### config.mk
export PLATFORM = sky130hd
export DESIGN_NAME = hhfs_cell
export DESIGN_NICKNAME = d
export VERILOG_FILES = /design/src/rtl/hhfs_pkg.sv /design/src/rtl/hhfs_cell.sv
export SDC_FILE = /design/constraint.sdc
export NUM_CORES = 1
export LEC_CHECK = 0
export ABC_AREA = 1
export BUFFER_PORTS_ARGS = -buffer_cell sky130_fd_sc_hd__buf_2
export CAP_MARGIN = 25
export CORE_UTILIZATION = 55
export CTS_BUF_LIST = sky130_fd_sc_hd__clkbuf_4 sky130_fd_sc_hd__clkbuf_8 sky130_fd_sc_hd__clkbuf_16
export DETAILED_ROUTE_END_ITERATION = 6
export GPL_TIMING_DRIVEN = 0
export PLACE_DENSITY_LB_ADDON = 0.1
export SKIP_LAST_GASP = 1
export SLEW_MARGIN = 30
export SYNTH_ARGS = -nofsm -noshare
export SYNTH_HDL_FRONTEND = slang
export SYNTH_SLANG_ARGS = --single-unit
### constraint.sdc
create_clock -name i_clk -period 3 [get_ports i_clk]
set_input_delay 0.3 -clock i_clk [delete_from_list [all_inputs] [get_ports i_clk]]
set_output_delay 0.3 -clock i_clk [all_outputs]
set_load 0.05 [all_outputs]
### src/rtl/hhfs_pkg.sv
// hhfs_pkg: shared types and constants for the heavy-hitter frequency sketch.
// Holds the request and result beat structs and the cell command and status types.
// No dependencies; every other file of the block imports it.
`timescale 1ns / 1ps
`default_nettype none

package hhfs_pkg;

    localparam int unsigned KEY_IN_W = 32;
    localparam int unsigned CNT_W    = 32;
    localparam int unsigned LIMIT_W  = 6;

    localparam logic [LIMIT_W-1:0] LIMIT_RESET = 6'd63;
    localparam logic [CNT_W-1:0]   CNT_MAX     = 32'hFFFF_FFFF;
    localparam logic [CNT_W-1:0]   CNT_ONE     = 32'd1;
    localparam logic [CNT_W-1:0]   CNT_ZERO    = 32'd0;

    localparam logic REQ_ADD   = 1'b0;
    localparam logic REQ_QUERY = 1'b1;

    typedef struct packed {
        logic                req_type;
        logic [KEY_IN_W-1:0] item_key;
    } t_req;

    typedef struct packed {
        logic [CNT_W-1:0] count;
        logic             key_present;
    } t_res;

    typedef enum logic [2:0] {
        CELL_NOP,
        CELL_CMP,
        CELL_INC,
        CELL_INS,
        CELL_DEC,
        CELL_SCAN_START,
        CELL_SCAN
    } t_cell_op;

    typedef struct packed {
        t_cell_op op;
        logic     searching;
    } t_cell_ctl;

    typedef struct packed {
        logic             hit;
        logic             tok_valid;
        logic             tok_free;
        logic [CNT_W-1:0] count;
    } t_cell_sts;

    typedef enum logic [1:0] {
        ST_SCAN_START,
        ST_SCAN,
        ST_IDLE,
        ST_RESOLVE
    } t_state;

endpackage

`default_nettype wire

### src/rtl/hhfs_cell.sv
// hhfs_cell: one key/counter cell of the sketch table, with its valid bit,
// its match flag, its insert-slot mark and one stage of the scan token chain.
// Depends on hhfs_pkg.
`timescale 1ns / 1ps
`default_nettype none

module hhfs_cell #(
    parameter int unsigned KEY_BITS = 32
) (
    input  wire                    i_clk,
    input  wire                    i_rst_n,
    input  hhfs_pkg::t_cell_ctl    i_ctl,
    input  wire  [KEY_BITS-1:0]    i_key,
    input  wire                    i_tok,
    output logic                   o_tok,
    output hhfs_pkg::t_cell_sts    o_sts
);
    import hhfs_pkg::*;

    logic                r_valid, n_valid;
    logic                r_tok,   n_tok;
    logic                r_slot,  n_slot;
    logic                r_hit,   n_hit;
    logic [KEY_BITS-1:0] r_key,   n_key;
    logic [CNT_W-1:0]    r_count, n_count;
    logic [CNT_W-1:0]    w_count_inc;

    assign w_count_inc = (r_count == CNT_MAX) ? r_count : r_count + CNT_ONE;

    always_comb begin
        n_valid = r_valid;
        n_tok   = r_tok;
        n_slot  = r_slot;
        n_hit   = r_hit;
        n_key   = r_key;
        n_count = r_count;
        case (i_ctl.op)
            CELL_CMP: begin
                n_hit = r_valid && (r_key == i_key);
            end
            CELL_INC: begin
                if (r_hit) begin
                    n_count = w_count_inc;
                end
            end
            CELL_INS: begin
                if (r_slot) begin
                    n_key   = i_key;
                    n_count = CNT_ONE;
                    n_valid = 1'b1;
                    n_slot  = 1'b0;
                end
            end
            CELL_DEC: begin
                // free the cell when its counter runs out
                if (r_valid) begin
                    if (r_count <= CNT_ONE) begin
                        n_count = CNT_ZERO;
                        n_valid = 1'b0;
                    end else begin
                        n_count = r_count - CNT_ONE;
                    end
                end
            end
            CELL_SCAN_START: begin
                n_tok  = i_tok;
                n_slot = 1'b0;
            end
            CELL_SCAN: begin
                n_tok = i_tok;
                if (r_tok && !r_valid && i_ctl.searching) begin
                    n_slot = 1'b1;
                end
            end
            default: begin
            end
        endcase
    end

    always_ff @(posedge i_clk) begin
        if (!i_rst_n) begin
            r_valid <= 1'b0;
            r_tok   <= 1'b0;
            r_slot  <= 1'b0;
            r_hit   <= 1'b0;
        end else begin
            r_valid <= n_valid;
            r_tok   <= n_tok;
            r_slot  <= n_slot;
            r_hit   <= n_hit;
        end
    end

    always_ff @(posedge i_clk) begin
        r_key   <= n_key;
        r_count <= n_count;
    end

    assign o_tok           = r_tok;
    assign o_sts.hit       = r_hit;
    assign o_sts.tok_valid = r_tok && r_valid;
    assign o_sts.tok_free  = r_tok && !r_valid;
    assign o_sts.count     = r_hit ? ((i_ctl.op == CELL_INC) ? w_count_inc : r_count)
                                   : CNT_ZERO;

endmodule

`default_nettype wire

* Word level (Yosys, flattened, before mapping)
Index checks and enable logic that the tools add are counted.
** Word-level totals
- Bits in registers :: 68
- Word-level logic and storage cells :: 49
** Cells by class
- $lt $le $gt $ge :: 1
- Mux-type cells :: 14
- Equality and inequality tests :: 12
- Reduce and logical (&&, ||, !) cells :: 14
- Add/sub/neg operators :: 2
** Operators by type and width (count)
- 32-bit 2-to-1 mux :: 7
- 32-bit one-hot mux with 3 select lines :: 1
- 32-bit by 1-bit adder with 32-bit output, second input constant :: 1
- 32-bit equality test :: 1
- 32-bit equality test, second input constant :: 1
- 32-bit by 1-bit <= comparator with 1-bit output, second input constant :: 1
- 32-bit by 1-bit subtractor with 32-bit output, second input constant :: 1
- 3-bit equality test, second input constant :: 3
- 2-bit inequality test, second input constant :: 4
- 3-bit by 2-bit equality test with 1-bit output, second input constant :: 2
- 2-bit AND reduction :: 3
- 1-bit logical AND :: 4
- 1-bit 2-to-1 mux :: 4
- 1-bit one-hot mux with 2 select lines :: 2
- 4-bit AND reduction :: 1
- 2-bit nonzero test :: 2
- 2-bit OR reduction :: 2
- 3-bit by 1-bit equality test with 1-bit output, second input constant :: 1
- 3-bit nonzero test :: 1
- 1-bit zero test :: 1

* Logic depth before layout (Yosys ltp)
- Depth in word-level cells :: 5
- Mapped depth :: 13
- Mapped depth without buffers :: 11

* Worst setup path after synthesis
Ideal clock, no wire load.
- Kind :: input -> register
- Start :: input i_ctl[2] in the netlist's numbering
- End :: register r_count[0] (enable)
- Path buffers :: 1
- Setup time :: 0.421 ns
- Cell stages on the path :: 8
- Slack :: 0.224 ns
- Arrival time :: 2.355 ns
- Cell sequence :: inv_1 > nor2_1 > inv_1 > nor2_2 > inv_2 > clkbuf_1 > o22ai_1 > nor2_1
** On the way
- Cells in the longest elaborated chain, start to end :: 3
- Elaborated cells on any way between the ends :: 8
** Ends and longest elaborated chain
- start: declaration :: line hhfs_cell.sv:12 : input hhfs_pkg::t_cell_ctl i_ctl,
- 3-bit by 2-bit equality test with 1-bit output or 3-bit equality test (tied branches) :: line hhfs_cell.sv:37 : case (i_ctl.op)
- 2-bit inequality test (no line) or 3-bit nonzero test (tied branches)
- 4-bit AND reduction (no line) (*)
- end signal: assignment :: line hhfs_cell.sv:96 : r_count <= n_count;
- end: declaration :: line hhfs_cell.sv:25 : logic [CNT_W-1:0] r_count, n_count;
Mark *: on every way between the ends. The rest lies on a longest branch, timed or not.
A chain may end at the register's enable or synchronous reset.

==> flow_summary.ini <==
[cts]
tritoncts = yes
worstSkewPairLatency_ns = 0.36
cts.sinks = 68
clock_path_buffers = 2
clk_pin_slew_ns = 0.08
cts_max_level = 3
ctsHoldBuffers = 0
clockRootBuffer = clkbuf_8
numCtsBuffers = 9

[timing]
whs_ns = 0.132
worstMarginPinSlew_ns = 0.760
period_needed_ns = 2.89
period_share = 0.962
skew_ns = 0.0130
rsz0062_at_grt = yes
fmax_mhz = 346
setup_violations = 0
drv_slew = 0
slew_headroom = 0.493
layout_setup_ws_ns = 0.114
hold_viol = 0

[setup_path]
crit_buf_inv = 7
cp-start-kind = flip-flop
worstPathMaxFanout = 10
path_cells = ha_4 > nand3_2 > inv_2 > nand2_1 > inv_2 > nand2_2 > inv_2 > nand2_1 > buf_6 > buf_6 > nand3_1 > nand2_1 > inv_1 > buf_2
path_delay_family = buffers and inverters
cp_slowest_stage_delay_ns = 0.52
reg2reg_depth = 11
required_ns = 2.70
cp_slowest_cell = edfxtp_1
r2r-start = r_count[0]
crit_path_start = r_count[0]
reg2reg_to = r_count[29]
worstPathArrival_ns = 2.59
timing.setup.critical_path_class = flip-flop to output pin
critPathCaptureType = output pin
r2r_slack_ns = 0.45

[final_layout]
layout_commonest_cell = nand2_1
multi_input_area_um2 = 3020
sequential_cell_area_um2 = 2000
final_cell_mix = nand2_1 (288), inv_1 (117), nor2_1 (114)
fin_area_um2 = 6490
final_core_util = 0.658
drive_above_1_share = 0.160
antennaDiodeCount = 0
final_cells = 1079
n_fill_cell = 917
syn_to_final_growth_pct = 14.7
layout.nets = 984

[min_path]
hold-path-cell-count = 1
hp-class = input pin to flip-flop
hold_start = i_key[10]
hold_end = r_key[10]

[floorplanning]
core_um2 = 9860
dieWidth_um = 103
dieArea_um2 = 10700
initial_core_util = 0.574
die_y_um = 103
pin_count = 75
rows = 36

[pwr]
ir_worst_vdd_uv = 312
p_leak_nw = 3.21
p_per_area_nw_per_um2 = 353

[yosys]
syn_avg_cell_area_um2 = 6.63
synthCells = 853
yosys_warnings = 0
synth_area_um2 = 5660
ys_seq_area_frac = 0.354
synth_fp_nets = 895
synthDistinctLibCells = 33
synth_seq_cells = 68

[detailed_routing]
routedWlPerCell_um = 16.0
vias_per_cell = 5.34
drtIter0Drc = 371
wirelength_um = 17300
firstDrtPassIters = 7
ant_nets = 0
num_vias = 5757
detail_route.drc_violations = 0

[global_routing]
grt_pass1_wl_um = 26400
grt_usage = 0.339
grt_pass1_vias = 5327
overflow = 0
grt_max_degree = 33
antenna_found_initial = 0

[place]
pre_cts_ws_ns = 0.334
port_buffers = 74
placed_area_um2 = 6230
dp.cells = 1061
dpl.hpwl_um = 13400
routabilityCongestion = 1.02

[job]
drv_cap = 0

[outcome]
status = completed
==> cell usage after synthesis <==
cell / n / area share
o21ai_1: 13 / 0.011
o21a_1: 2 / 0.0027
inv_1: 118 / 0.078
xor2_1: 46 / 0.071
xnor2_1: 12 / 0.019
nand4_1: 5 / 0.0055
buf_2: 12 / 0.011
a21oi_1: 32 / 0.028
dfxtp_1: 4 / 0.014
nor2_2: 3 / 0.0033
o22ai_1: 1 / 0.0011
nor3_2: 2 / 0.0035
nand2_1: 288 / 0.19
clkbuf_2: 1 / 0.00088
nor3_1: 9 / 0.0080
buf_6: 5 / 0.0099
a311oi_1: 1 / 0.0015
buf_4: 5 / 0.0066
nor2_1: 116 / 0.077
inv_2: 8 / 0.0053
o21ai_2: 1 / 0.0015
clkinv_1: 1 / 0.00066
o21bai_1: 2 / 0.0027
clkbuf_1: 7 / 0.0046
ha_1: 3 / 0.0066
or2_2: 2 / 0.0022
nand3_2: 11 / 0.019
nor2_4: 1 / 0.0020
nand2_2: 3 / 0.0033
o21ai_0: 31 / 0.027
edfxtp_1: 64 / 0.34
nor3_4: 1 / 0.0029
nand3_1: 43 / 0.038
==> final cells by class <==
type	count	area share
multi-input cells	628	0.465
flip-flops and latches	68	0.309
clock buffers	9	0.0191
repair buffers	78	0.0659
clock inverters	6	0.0137
well taps	133	0.0256
inverters	127	0.0735
plain buffers	30	0.0285
==> per-layer routing <==
layer | up-vias | part of all wire | global-route usage
met1 | 2619 | 0.41 | 0.421
met2 | 262 | 0.48 | 0.573
met4 | 0 | 0.036 | 0.161
li1 | 2833 | - | -
met5 | - | 0 | 0
met3 | 43 | 0.076 | 0.0598
==> flip-flops by register name, indices dropped and copies added, names as in the netlist <==
name / flops
r_key: 32
r_count: 32
o_tok: 1
r_slot: 1
r_valid: 1
r_hit: 1
==> worst register-to-register path, stage by stage (launching register included) <==
cell and delay (ns):
edfxtp_1 0.53, buf_4 0.21, inv_1 0.14, ha_1 0.25
o21ai_0 0.13, nor3_1 0.20, nand3_1 0.14, nand2_2 0.22
inv_2 0.17, buf_6 0.19, nand2_1 0.08, nand2_1 0.06
==> stage by stage <==
stage | setup TNS (ns) | total power, mW
after floorplan | 0 | 1.32
after global placement | -36.74 | 1.42
after detailed placement | 0 | 1.44
after CTS | 0 | 2.29
after global routing | -0.0588 | 2.37
final | 0 | 2.29
==> worst max path at each step <==
stage	end	slack (ns)	cells past startpoint
3_5_place_dp	o_sts[14]	0.33	10
4_1_cts	o_sts[29]	0.007	14
6_report	o_sts[14]	0.11	14
2_1_floorplan	r_count[0]	0.22	8
3_3_place_gp	r_count[9]	-1.15	9
5_1_grt	o_sts[23]	-0.02	14
==> cells by family (layout without fill, tap and decap cells) <==
group                    Yosys count  count (layout)  synth area share
AO/OA/AOI/OAI                     83              83            0.0767
XOR/XNOR                          58              58            0.0898
adder cells (fa/ha/maj)            3               3           0.00663
buffers and inverters            157             250             0.117
flip-flops                        68              68             0.354
AND/OR/NAND/NOR                  484             484             0.356
==> what timing repair did <==
item,4_1_cts,5_1_grt
pin swaps,0,0
endpoints found under the setup margin,14,32
resized for setup,2,4
buffers inserted,0,3
==> power breakdown <==
| part | leakage (nW) | internal, mW | total [mW] | switching, mW |
|---|---|---|---|---|
| Combinational | 2.49 | 0.111 | 0.331 | 0.220 |
| Clock | 0.103 | 0.465 | 0.862 | 0.397 |
| Sequential | 0.620 | 1.07 | 1.10 | 0.0296 |
| Total | 3.21 | 1.65 | 2.29 | 0.646 |
(Power assumes the default switching activity.)
